**src/rtl/core/ii_tex_ram.sv**
```systemverilog
// ----------------------------------------------------------------------------
// ii_tex_ram
// Generic single-write, single-read synchronous RAM with registered read.
// ----------------------------------------------------------------------------
module ii_tex_ram #(
  parameter int WIDTH = 8,
  parameter int DEPTH = 16
) (
  input  logic                     clk_i,
  input  logic                     we_i,
  input  logic [$clog2(DEPTH)-1:0] waddr_i,
  input  logic [WIDTH-1:0]         wdata_i,
  input  logic                     re_i,
  input  logic [$clog2(DEPTH)-1:0] raddr_i,
  output logic [WIDTH-1:0]         rdata_o
);

  logic [WIDTH-1:0] mem [DEPTH];
  logic [WIDTH-1:0] rdata_q;

  always_ff @(posedge clk_i) begin
    if (we_i) begin
      mem[waddr_i] <= wdata_i;
    end
  end

  // read data holds while re_i is low
  always_ff @(posedge clk_i) begin
    if (re_i) begin
      rdata_q <= mem[raddr_i];
    end
  end

  assign rdata_o = rdata_q;

endmodule

```
**config.mk**
```make
export PLATFORM = sky130hd
export DESIGN_NAME = ii_tex_ram
export DESIGN_NICKNAME = d
export VERILOG_FILES = /design/src/rtl/core/ii_tex_ram.sv
export SDC_FILE = /design/constraint.sdc
export NUM_CORES = 1
export LEC_CHECK = 0
export BUFFER_PORTS_ARGS = -buffer_cell sky130_fd_sc_hd__clkbuf_2
export CORE_MARGIN = 2
export CORE_UTILIZATION = 54
export DETAILED_ROUTE_END_ITERATION = 8
export PLACE_DENSITY_LB_ADDON = 0.1
export SLEW_MARGIN = 20
export SYNTH_ARGS = -nofsm -noshare
export SYNTH_HDL_FRONTEND = slang
export SYNTH_SLANG_ARGS = --single-unit
```
**constraint.sdc**
```tcl
create_clock -name clk_i -period 1.82 [get_ports clk_i]
set_clock_uncertainty 0.1 [all_clocks]
set_input_delay 0.364 -clock clk_i [delete_from_list [all_inputs] [get_ports clk_i]]
set_output_delay 0.364 -clock clk_i [all_outputs]
set_load 0.01 [all_outputs]
```
* After elaboration in Yosys (flattened, before gate mapping)
Memory sizes are Yosys's and may differ from the RTL's. A register that Yosys moved wholly into a read port is not among the register bits.
Index checks and enable logic that the tools add are counted.
** Storage, ports and cells
- Register bits after elaboration :: 0
- Latch bits :: 0
- Memory bits (writable) :: 128
- Memory bits (read-only) :: 0
- Bits of input ports :: 19
- Output and inout bits :: 8
- Word-level logic and storage cells :: 3
- Memories :: 1
** Memory list
- mem :: words 16, bits a word 8, read ports 1, clocked after memory_dff 1, write ports 1, RTL line 18 : logic [WIDTH-1:0] mem [DEPTH];
** Cells by class
- Add/subtract/negate cells :: 0
- $mul :: 0
- Div/mod/pow operators :: 0
- $lt $le $gt $ge :: 0
- Equal/unequal tests :: 0
- Shift operators :: 0
- Mux-type cells :: 2
- Bitwise logic cells :: 0
- Reductions and logical operators :: 0
** Operators with widths (number)
- 1-bit two-way mux :: 2

* Longest topological paths before layout
- Word-level depth :: 2
- Gate-level depth with buffers :: 5
- Mapped depth without buffers :: 3

* Worst setup path after synthesis
OpenSTA, ideal clock, no wires.
- Path kind :: input port to flip-flop
- From :: input waddr_i[2]
- To :: memory mem[0][0] (enable)
- Data arrival time :: 1.474 ns
- Setup slack :: -0.137 ns
- Stages :: 2
- Path through :: or3b_2 nor3_1
** RTL lines
- start: declaration :: RTL line 11 : input logic [$clog2(DEPTH)-1:0] waddr_i,
- end: declaration :: RTL line 18
No word-level cell before the write port.

==> results.yml <==
timing:
  slew_violations: 0
  rsz0062_at_grt: "no"
  finalHoldViolCount: 0
  setup_tns_ps: 0
  setup_violations: 0
  period_share_pct: 92.7
  relSlewSlack_pct: 51.5
  tightest_slew_ps: 726
  clock.fmax_ghz: 0.593
  fin_crit_ps: 1690
power_and_ir_drop:
  total_power_mw: 7.60
  vdd_ir_drop_max_uv: 649
  p_per_area_nw_per_um2: 1200
  p_leak_nw: 2.18
route:
  routed_wl_microns: 9930
  num_vias: 2519
  detail_route.vias_per_cell: 5.83
  drt_iter0_drc: 176
  drt_pre_antenna_iters: 5
  ant_nets: 0
  drc: 0
  wire_per_inst_microns: 23.0
critical_path:
  ff2ff_path_depth: 3
  critPathCaptureType: "flip-flop"
  r2r-start: "mem[6][4]"
  arrival_ps: 1840
  crit_type: "flip-flop to flip-flop"
  critPathMaxStageDelay_ps: 500
  r2r_end: "rdata_o[4]"
  path_cells: "mux4_2 -> a22oi_1 -> nand2_1"
  path_max_fanout: 1
  cpLargestDelayFamily: "multiplexers"
  cp-start-kind: "flip-flop"
  worstPathRequired_ps: 1970
  path_buf_inv: 0
  reg2reg_slack_ps: 130
  cpMaxStageDelayCell: "mux4_2"
logic_synthesis:
  syn-cell-area_sq_um: 5230
  synth.avg_cell_area_sq_um: 22.8
  netlist_top_cells_count: "136 x edfxtp_1, 18 x mux4_2, 16 x a22oi_1"
  synth_cells: 229
  ys_seq_area_share_pct: 78.1
  post_synth_num_cell_types: 18
  synth_async_sr_flop_share_pct: 0
  synthTopCellsByArea: "edfxtp_1 78%, mux4_2 7.8%, mux4_1 7.0%, a22oi_1 2.3%, nor2_1 0.93%"
  synth_edf_count: 136
  syn_nets: 248
  ys.flop_type: "edfxtp_1"
  synth_top_cell_by_area: "edfxtp_1"
  synth_top_area_share_pct: 78.1
  yosysMostFrequentCell: "edfxtp_1"
  ys_warn_count: 0
  ys_ff_latch: 136
floorplan:
  fp-row-count: 35
  dieArea_sq_um: 10500
  die_w_microns: 102
  die_h_microns: 102
  io_pins: 27
  coreArea_sq_um: 9330
  initial_core_util_pct: 56.0
global_routing:
  busiest_layer: "met1"
  grt_max_degree: 23
  grt_pass1_wl_microns: 15100
  met3_usage_pct: 6.63
  overflow: 0
  antenna_found_initial: 0
  grtUsageTotal_pct: 21.3
  grt_pass1_vias: 2481
  grtUsageMet2_pct: 29.2
  grtUsageMet1_pct: 32.5
finish:
  n_antenna_cell: 0
  finalNetCount: 309
  drive_gt1_share_pct: 32.7
  fin_area_sq_um: 6340
  area_delta_synth_final_pct: 21.3
  n_fill_cell: 591
  stdcell_count: 432
placement:
  port-buffer-count: 26
  place_hpwl_microns: 6270
  dp.cells: 400
  gp_congestion: 0.747
  dpl-instance-area_sq_um: 5700
clocking:
  cts_root_buffer: "clkbuf_8"
  cts_buffer_depth: 2
  cts_resized: 0
  cts_tree: "yes"
  cts_setup_buffers: 0
  cts_buffers: 17
  clk_pin_slew_ps: 60
  htree_levels: 4
  clock_latency_ps: 510
  hold_buffers: 0
  clock-sinks: 136
min_path:
  hold_start: "re_i"
  hp-class: "primary input to flip-flop"
  holdPathStages: 1
  holdPathEnd: "rdata_o[1]"
outcome:
  status: "completed"
run:
  drv_cap: 0
[layer usage]
layer	share of wire, %	wire length (microns)
met2	47	4620
met3	7.6	754
met4	1.5	150
met1	44	4410
met5	0	0
[worst max-delay path by stage]
stage / start / cells after the start / end
final: mem[6][4] / 3 / rdata_o[4]
after global routing: mem[8][2] / 3 / rdata_o[2]
after CTS: mem[8][2] / 3 / rdata_o[2]
after detailed placement: raddr_i[0] / 6 / rdata_o[4]
after global placement: raddr_i[0] / 6 / rdata_o[4]
after floorplan: raddr_i[0] / 5 / rdata_o[1]
[cell families after synthesis]
kind of cell | count (synthesis) | synth area share, %
AOI/OAI and AO/OA | 16 | 2.30
buffers and inverters | 10 | 1.65
DFF | 136 | 78.1
muxes | 32 | 14.8
and+or+nand+nor | 35 | 3.14
[registers in the layout, summed over array words and instances, names as in the netlist]
signal   flops
rdata_o      8
mem        128
[report_power, final]
part           switching, mW  internal, mW
logic                  0.203         0.154
registers             0.0159          3.53
clock network           1.21          2.49
total                   1.43          6.17
[stage by stage]
stage / hold slack [ps] / util [%] / setup slack [ps]
global placement: 628 / 61.1 / -281
CTS: 139 / 68.0 / 134
detailed placement: 638 / 61.1 / -311
finish: 156 / 68.0 / 132
global route: 144 / 68.0 / 61.2
floorplan: 363 / - / 73.6
[layout by cell type, fill, tap and decap left out]
cell type	n
edfxtp_1	136
clkbuf_2	26
buf_4	21
mux4_2	18
a22oi_1	16
clkbuf_16	16
mux4_1	14
nor2_1	13
nand2_1	9
bufinv_16	6
buf_12	5
clkinv_1	4
nor3_1	3
clkinv_4	3
nand3b_1	2
nand2b_1	2
nor2b_1	1
and2_1	1
and2b_1	1
nand3_1	1
or3b_2	1
nor3_2	1
clkbuf_8	1
clkinvlp_4	1
clkbuf_1	1
[area by class of cell]
type                            count  area [sq um]  share of cell area (%)
Sequential cell                   136          4080                    64.4
Clock inverter                     14           229                    3.61
Clock buffer                       18           418                    6.59
Tap cell                          129           161                    2.54
Multi-Input combinational cell     83          1060                    16.7
Timing Repair Buffer               52           388                    6.12
No activity file was read; power rests on OpenSTA's default activity.
