File: src/rtl/core/ii_tex_pkg.sv
// ----------------------------------------------------------------------------
// ii_tex_pkg
// Shared constants, types and helpers for the integral image / texture block.
// ----------------------------------------------------------------------------
package ii_tex_pkg;

  // Frame geometry limits
  localparam int MAX_WIDTH  = 1024;
  localparam int MAX_HEIGHT = 1024;

  // Counter and dimension widths
  localparam int COL_W = $clog2(MAX_WIDTH);
  localparam int ROW_W = $clog2(MAX_HEIGHT);
  localparam int WID_W = $clog2(MAX_WIDTH + 1);
  localparam int HGT_W = $clog2(MAX_HEIGHT + 1);
  localparam int DEN_W = WID_W + HGT_W;

  // Field and accumulator widths
  localparam int CFG_W      = 11;
  localparam int CFG_IDX_W  = 1;
  localparam int PIX_W      = 8;
  localparam int TEX_W      = PIX_W + 1;
  localparam int ROWACC_W   = 18;
  localparam int ROWTEX_W   = 19;
  localparam int SUM_W      = 28;
  localparam int SUMTEX_W   = 29;
  localparam int TOT_W      = 30;
  localparam int MEAN_W     = 9;

  // Reset geometry
  localparam logic [CFG_W-1:0] RST_WIDTH  = CFG_W'(320);
  localparam logic [CFG_W-1:0] RST_HEIGHT = CFG_W'(240);

  // Register indexes on the configuration port
  typedef enum logic [CFG_IDX_W-1:0] {
    CFG_FRAME_WIDTH  = 1'b0,
    CFG_FRAME_HEIGHT = 1'b1
  } cfg_reg_e;

  // One line buffer entry
  typedef struct packed {
    logic [SUM_W-1:0]    sum_red;
    logic [SUMTEX_W-1:0] sum_texture;
    logic [SUM_W-1:0]    sum_green;
    logic [SUM_W-1:0]    sum_blue;
    logic [PIX_W-1:0]    red;
  } line_t;

  localparam int LINE_W = $bits(line_t);

  // Divider status back to the top level
  typedef struct packed {
    logic              done;
    logic [MEAN_W-1:0] quot;
  } div_status_t;

  // Zero acts as one, anything above the maximum acts as the maximum
  function automatic logic [WID_W-1:0] clamp_width(input logic [CFG_W-1:0] v);
    logic [WID_W-1:0] r;
    if (v == '0) begin
      r = WID_W'(1);
    end else if (int'(v) > MAX_WIDTH) begin
      r = WID_W'(MAX_WIDTH);
    end else begin
      r = WID_W'(v);
    end
    return r;
  endfunction

  function automatic logic [HGT_W-1:0] clamp_height(input logic [CFG_W-1:0] v);
    logic [HGT_W-1:0] r;
    if (v == '0) begin
      r = HGT_W'(1);
    end else if (int'(v) > MAX_HEIGHT) begin
      r = HGT_W'(MAX_HEIGHT);
    end else begin
      r = HGT_W'(v);
    end
    return r;
  endfunction

  function automatic logic [PIX_W-1:0] abs_diff(input logic [PIX_W-1:0] a,
                                                 input logic [PIX_W-1:0] b);
    logic [PIX_W-1:0] r;
    if (a >= b) begin
      r = a - b;
    end else begin
      r = b - a;
    end
    return r;
  endfunction

endpackage

File: src/rtl/core/ii_tex_div.sv
// ----------------------------------------------------------------------------
// ii_tex_div
// Restoring divider for the frame mean texture, one quotient bit a cycle,
// saturating to all ones.
// ----------------------------------------------------------------------------
module ii_tex_div (
  input  logic                            clk_i,
  input  logic                            rst_ni,
  input  logic                            start_i,
  input  logic [ii_tex_pkg::TOT_W-1:0]    dividend_i,
  input  logic [ii_tex_pkg::DEN_W-1:0]    divisor_i,
  output ii_tex_pkg::div_status_t         status_o
);

  import ii_tex_pkg::*;

  localparam int CMP_W  = DEN_W + MEAN_W + 1;
  localparam int STEP_W = $clog2(MEAN_W);

  typedef enum logic [2:0] {
    DIV_IDLE  = 3'b001,
    DIV_CHECK = 3'b010,
    DIV_STEP  = 3'b100
  } div_state_e;

  div_state_e        state_q, state_d;
  logic [TOT_W-1:0]  rem_q, rem_d;
  logic [DEN_W-1:0]  den_q, den_d;
  logic [CMP_W-1:0]  sh_q, sh_d;
  logic [STEP_W-1:0] step_q, step_d;
  logic [MEAN_W-1:0] quot_q, quot_d;
  logic              done_q, done_d;

  logic [CMP_W-1:0]  rem_ext;
  logic [CMP_W-1:0]  sat_lim;
  logic              ge;

  assign rem_ext = CMP_W'(rem_q);
  assign sat_lim = CMP_W'(den_q) << MEAN_W;
  assign ge      = (rem_ext >= sh_q);

  always_comb begin
    state_d = state_q;
    rem_d   = rem_q;
    den_d   = den_q;
    sh_d    = sh_q;
    step_d  = step_q;
    quot_d  = quot_q;
    done_d  = 1'b0;
    case (state_q)
      DIV_IDLE: begin
        if (start_i) begin
          rem_d   = dividend_i;
          den_d   = divisor_i;
          state_d = DIV_CHECK;
        end
      end
      DIV_CHECK: begin
        if (rem_ext >= sat_lim) begin
          // quotient does not fit: saturate
          quot_d  = '1;
          done_d  = 1'b1;
          state_d = DIV_IDLE;
        end else begin
          quot_d  = '0;
          sh_d    = CMP_W'(den_q) << (MEAN_W - 1);
          step_d  = STEP_W'(MEAN_W - 1);
          state_d = DIV_STEP;
        end
      end
      DIV_STEP: begin
        if (ge) begin
          rem_d = rem_q - sh_q[TOT_W-1:0];
        end
        quot_d = {quot_q[MEAN_W-2:0], ge};
        sh_d   = sh_q >> 1;
        if (step_q == '0) begin
          done_d  = 1'b1;
          state_d = DIV_IDLE;
        end else begin
          step_d = step_q - STEP_W'(1);
        end
      end
      default: begin
        state_d = DIV_IDLE;
      end
    endcase
  end

  always_ff @(posedge clk_i or negedge rst_ni) begin
    if (!rst_ni) begin
      state_q <= DIV_IDLE;
      done_q  <= 1'b0;
    end else begin
      state_q <= state_d;
      done_q  <= done_d;
    end
  end

  always_ff @(posedge clk_i) begin
    rem_q  <= rem_d;
    den_q  <= den_d;
    sh_q   <= sh_d;
    step_q <= step_d;
    quot_q <= quot_d;
  end

  assign status_o.done = done_q;
  assign status_o.quot = quot_q;

endmodule

File: config.mk
export PLATFORM = sky130hd
export DESIGN_NAME = ii_tex_div
export DESIGN_NICKNAME = d
export VERILOG_FILES = /design/src/rtl/core/ii_tex_pkg.sv /design/src/rtl/core/ii_tex_div.sv
export SDC_FILE = /design/constraint.sdc
export NUM_CORES = 1
export LEC_CHECK = 0
export BUFFER_PORTS_ARGS = -buffer_cell sky130_fd_sc_hd__buf_4
export CORE_ASPECT_RATIO = 0.7
export CORE_UTILIZATION = 65
export CTS_BUF_LIST = sky130_fd_sc_hd__clkbuf_8
export DETAILED_ROUTE_END_ITERATION = 16
export MAX_ROUTING_LAYER = met4
export PLACE_DENSITY = 0.9
export SLEW_MARGIN = 5
export SYNTH_ARGS = -nofsm -noshare
export SYNTH_HDL_FRONTEND = slang
export SYNTH_SLANG_ARGS = --single-unit
File: constraint.sdc
create_clock -name clk_i -period 7.3 [get_ports clk_i]
set_input_delay 0.73 -clock clk_i [delete_from_list [all_inputs] [get_ports clk_i]]
set_output_delay 0.73 -clock clk_i [all_outputs]
set_load 0.05 [all_outputs]
Word level (Yosys, flattened, before mapping). Index checks and enable logic that the tools add are counted.

Output and inout bits: 10. Memories: 0. Register bits after elaboration: 101. Bits in latches: 0. Bits in writable memories: 0. Memory bits (read-only): 0.

Add/subtract/negate cells: 2. Magnitude comparators: 2. Mux-type cells: 17. Shifts and indexed selects: 0. Reductions and logical operators: 8. Div/mod/pow operators: 0. Equality and inequality tests: 8. Multiply operators: 0. Bitwise operators: 0.

Operator list (number): case mux 32 bit (2 select lines) (1); 2-to-1 mux 30 bit (2); case mux 30 bit (2 select lines) (1); >= comparator 30 x 32 -> 1 bit (1); 2-to-1 mux 32 bit (1); >= comparator 30 x 31 -> 1 bit (1); subtractor 30 bit (1); case mux 9 bit (2 select lines) (1); inequality test 2 bit (second input constant) (5); 2-to-1 mux 3 bit (3); 2-to-1 mux 9 bit (1); case mux 3 bit (3 select lines) (1); 2-to-1 mux 4 bit (2); case mux 4 bit (2 select lines) (1); AND reduction 2 bit (3); AND reduction 3 bit (2); logical NOT 4 bit (1); nonzero test 2 bit (2); subtractor 4 x 1 -> 4 bit (second input constant) (1); equality test 3 x 1 -> 1 bit (second input constant) (1); equality test 3 x 2 -> 1 bit (second input constant) (1); equality test 3 bit (second input constant) (1); 2-to-1 mux 1 bit (2); case mux 1 bit (2 select lines) (1).

Depth between registers and ports, before layout.
Depth in word-level cells: 3. Depth in mapped cells: 10. Mapped depth without buffers: 10.

Worst setup path before layout. OpenSTA, ideal clock, no wires.

Kind: register to register. From: register rem_q[16]. To: register sh_q[0] (enable). Stages on the path, launching flop included: 9. Required time: 6.873 ns. Path slack: 3.501 ns. Arrival: 3.372 ns. Cell sequence: edfxtp_1 -> ha_1 -> a21o_1 -> a21o_1 -> a221oi_1 -> o211ai_1 -> o31ai_2 -> nand2b_1 -> a21oi_1.

Longest elaborated chain between the ends: 3.

RTL lines: from (decl) (RTL line ii_tex_div.sv:27) `logic [TOT_W-1:0] rem_q, rem_d;`; from (signal assigned) (RTL line ii_tex_div.sv:101) `rem_q <= rem_d;`; >= comparator 30 x 31 -> 1 bit (RTL line ii_tex_div.sv:59) `if (rem_ext >= sat_lim) begin`; inequality test 2 bit (no source line); AND reduction 2 bit (no source line); to (signal assigned) (RTL line ii_tex_div.sv:103) `sh_q <= sh_d;`; to (decl) (RTL line ii_tex_div.sv:29) `logic [CMP_W-1:0] sh_q, sh_d;`.

No other way between the ends. A chain may end at the register's enable or synchronous reset.

Worst setup path in the final report.
From: register rem_q[0]. To: register rem_q[17] (enable).

Longest elaborated chain between the ends: 3.

RTL lines: >= comparator 30 x 32 -> 1 bit (RTL line ii_tex_div.sv:40) `assign ge = (rem_ext >= sh_q);`; inequality test 2 bit (no source line); AND reduction 3 bit (no source line).

No other way between the ends.

==> flow_metrics.py <==
metrics = {
    "route": {
        "remaining_drc_errors": 0,
        "drt_iter0_markers": 556,
        "dr.pass1.iters": 5,
        "drtAntennaViolNets": 0,
        "wirelength_mm": 14.1,
        "avgRoutedWirePerCell_um": 17.9,
        "via_per_inst": 6.14,
        "vias": 4845,
    },
    "cts": {
        "cts_buffer_depth": 2,
        "cts_made_buffers": 9,
        "htree_levels": 3,
        "path_clk_slew_ps": 110,
        "clock_sinks": 99,
        "postCtsSetupBuffers": 0,
        "clkLatencyLatePin_ps": 390,
        "cts_hold_buf": 0,
        "cts_tree": "done",
        "post_cts_resized": 0,
        "cts_root_buf": "clkbuf_8",
    },
    "synthesis": {
        "synthDistinctLibCells": 66,
        "netlist_instances": 606,
        "synth_nets": 714,
        "yosys.area.top_type": "edfxtp_1",
        "async_reset_ff_share_pct": 4.04,
        "synth_top_family_by_area": "compound AO/OA/AOI/OAI gates",
        "synthMuxAreaShare_pct": 0,
        "synth.area.top_cells": "edfxtp_1 (46%), ha_1 (11%), nand2_1 (4.3%), o21ai_0 (4.1%), inv_1 (3.5%)",
        "yosysMostFrequentCell": "edfxtp_1",
        "synth_seq_area_share_pct": 48.0,
        "synth_top_area_share_pct": 46.4,
        "synth_commonest_cells": "edfxtp_1 (95), nand2_1 (70), inv_1 (58)",
        "yosys.area_share.xor_xnor_pct": 3.13,
        "synth-adder-area-share_pct": 10.9,
        "syn_area_um2": 6150,
        "avgSynthCellArea_um2": 10.2,
        "ys_seq_elements": 99,
        "yosys.area_share.simple_pct": 13.1,
        "synth_edf_count": 95,
        "ys.flop_type": "edfxtp_1",
        "synth-compound-area-share_pct": 19.6,
        "synth_warnings": 0,
    },
    "timing": {
        "hold_violations": 0,
        "period_share_pct": 52.2,
        "rsz0062_at_grt": "false",
        "fin_tns_setup_ps": 0,
        "fin_crit_ps": 3810,
        "max_freq_mhz": 262,
        "slew_viol_final": 0,
        "slew_headroom_pct": 36.8,
        "tightest_slew_ps": 948,
        "setup_violations": 0,
        "fin_skew_ps": 11.8,
    },
    "hold_path": {
        "hold_class": "in -> async",
    },
    "global_routing": {
        "grt_usage_pct": 31.0,
        "grt_pass1_wl_mm": 23.0,
        "grt_pass1_vias": 4652,
        "grtUsageMet3_pct": 5.56,
        "grtUsageMet1_pct": 44.1,
        "gr-total-overflow": 0,
        "met2_usage_pct": 46.5,
        "busiest_layer": "met2",
        "antenna_found_initial": 0,
        "grt_max_degree": 86,
    },
    "place": {
        "routabilityCongestion": 0.910,
        "numPortBuffers": 64,
        "post-dp-hpwl_mm": 10.3,
    },
    "power_and_ir_drop": {
        "vdd_ir_drop_max_v": 0.000200,
        "power_leakage_nw": 2.88,
        "power_density_nw_per_um2": 325,
    },
    "floorplanning": {
        "io_pins": 65,
        "core_um2": 9110,
        "rows": 29,
        "initial_core_util_pct": 67.6,
        "dieArea_um2": 9870,
        "die_x_um": 118,
        "die_y_um": 83.4,
    },
    "setup_path": {
        "critPathSlowestCell": "or2_1",
        "r2r_setup_slack_ps": 3490,
        "endpoint_kind": "flip-flop",
        "arrival_ps": 3890,
        "max_stage_delay_ps": 550,
        "r2r_cells": 11,
        "cp_max_fo": 19,
        "path_class": "reg -> reg",
        "path_cells": "inv_1 -> ha_1 -> fa_1 -> nand2b_1 -> a21oi_2 -> a31oi_2 -> o311ai_4 -> o21ai_1 -> a311oi_1 -> or2_1 -> buf_4",
        "worstReg2RegEnd": "rem_q[17]",
        "required_ps": 7380,
        "worstReg2RegStart": "rem_q[0]",
        "crit_buf_inv": 2,
        "startpoint": "rem_q[0]",
        "cp_top_family": "compound AO/OA/AOI/OAI gates",
        "startpoint_type": "flip-flop",
    },
    "flow_run": {
        "maxCapViolations": 0,
    },
    "status": {
        "status": "finished, final reports clean",
    },
    "finish": {
        "final_nets": 768,
        "n_antenna_cell": 0,
        "area_growth_pct": 12.5,
        "fin_util_pct": 76.0,
        "post_route_cells_drive_above_1_share_pct": 15.5,
    },
}
==> how the worst max path moves through the flow <==
stage	to	slack, ps	depth (start not counted)
floorplan	sh_q[0]	3500	8
CTS	rem_q[14]	3520	11
finish	rem_q[17]	3490	11
global route	rem_q[17]	3300	11
global placement	rem_q[18]	3690	11
detailed placement	rem_q[18]	3570	11
==> final cells by class <==
| type | instances | area [um^2] |
|---|---|---|
| multi-input cells | 423 | 2890 |
| repair buffers | 69 | 518 |
| flip-flops and latches | 99 | 2950 |
| well taps | 124 | 155 |
| clock inverters | 7 | 65.1 |
| clock buffers | 9 | 124 |
| inverters | 58 | 218 |
| fillers | 622 | 2190 |
==> through the flow <==
step           cells  power [W]  setup WS (ps)  area (um^2)  hold slack, ps
2_1_floorplan    606    0.00161           3500         6150             434
3_3_place_gp     773    0.00184           3690         6730             478
3_5_place_dp     773    0.00188           3570         6730             504
4_1_cts          789    0.00223           3520         6920             103
5_1_grt          789    0.00238           3300         6920            89.6
6_report         789    0.00225           3490         6920             109
==> registers in the layout, indices dropped and copies added (netlist names) <==
signal,count
quot_q,9
state_q,3
done_q,1
den_q,22
sh_q,30
step_q,4
rem_q,30
==> layer usage <==
layer  vias up  part of all wire (%)
li1       2319                     -
met1      2266                    46
met2       239                    45
met3        21                   8.3
met4         0                   1.1
met5         -                     0
==> worst reg2reg max path: stages (launching register included) <==
cell	delay [ps]
edfxtp_1	360
inv_1	50
ha_1	230
fa_1	420
nand2b_1	180
a21oi_2	210
a31oi_2	220
o311ai_4	430
o21ai_1	120
a311oi_1	350
or2_1	550
buf_4	390
==> cells by family (layout without fill, tap and decap cells) <==
| group | Yosys count | after routing |
|---|---|---|
| flops | 99 | 99 |
| simple gates | 168 | 168 |
| buf+inv | 84 | 143 |
| xor+xnor | 22 | 22 |
| compound gates | 180 | 180 |
| fa+ha+maj | 53 | 53 |
==> power breakdown <==
group	total, W	internal, W	switching (W)
clock	0.000351	0.000133	0.000219
combinational	0.00102	0.000372	0.000653
sequential	0.000872	0.000803	0.0000694
total	0.00225	0.00131	0.000941
==> cells in the final DEF, fill, tap and decap left out, types with 2 or more instances in the layout <==
cell      Yosys  routed
xor2_1       11      11
a31oi_1       3       3
edfxtp_1     95      95
o211ai_1      3       3
o21ai_1      13      13
nor2b_1       2       2
o21bai_1      4       4
a31o_1        2       2
o31ai_1       5       5
nor2_1       31      30
nand3_1       9       9
nor4_1        2       2
a211o_1       2       2
ha_1         52      52
and4_1        3       3
a211oi_1      3       3
buf_4         1      69
a41oi_1       2       2
dfrtp_1       3       3
nand2b_1     11      11
inv_8         0       2
a21o_1       14      14
clkbuf_8      0       9
and3_1        3       3
nand4b_1      2       2
xnor2_1      11      11
nand4_1      13      13
o21a_1       14      14
nand3b_1      2       2
inv_6         0       3
a21oi_1      43      42
or2_1         3       2
inv_1        58      58
a21boi_1      2       2
nor3_1        8       7
a21oi_2       1       2
nand2_1      70      70
o21ai_0      51      51
or4_1         2       2
Power figures use the tool's default switching activity.
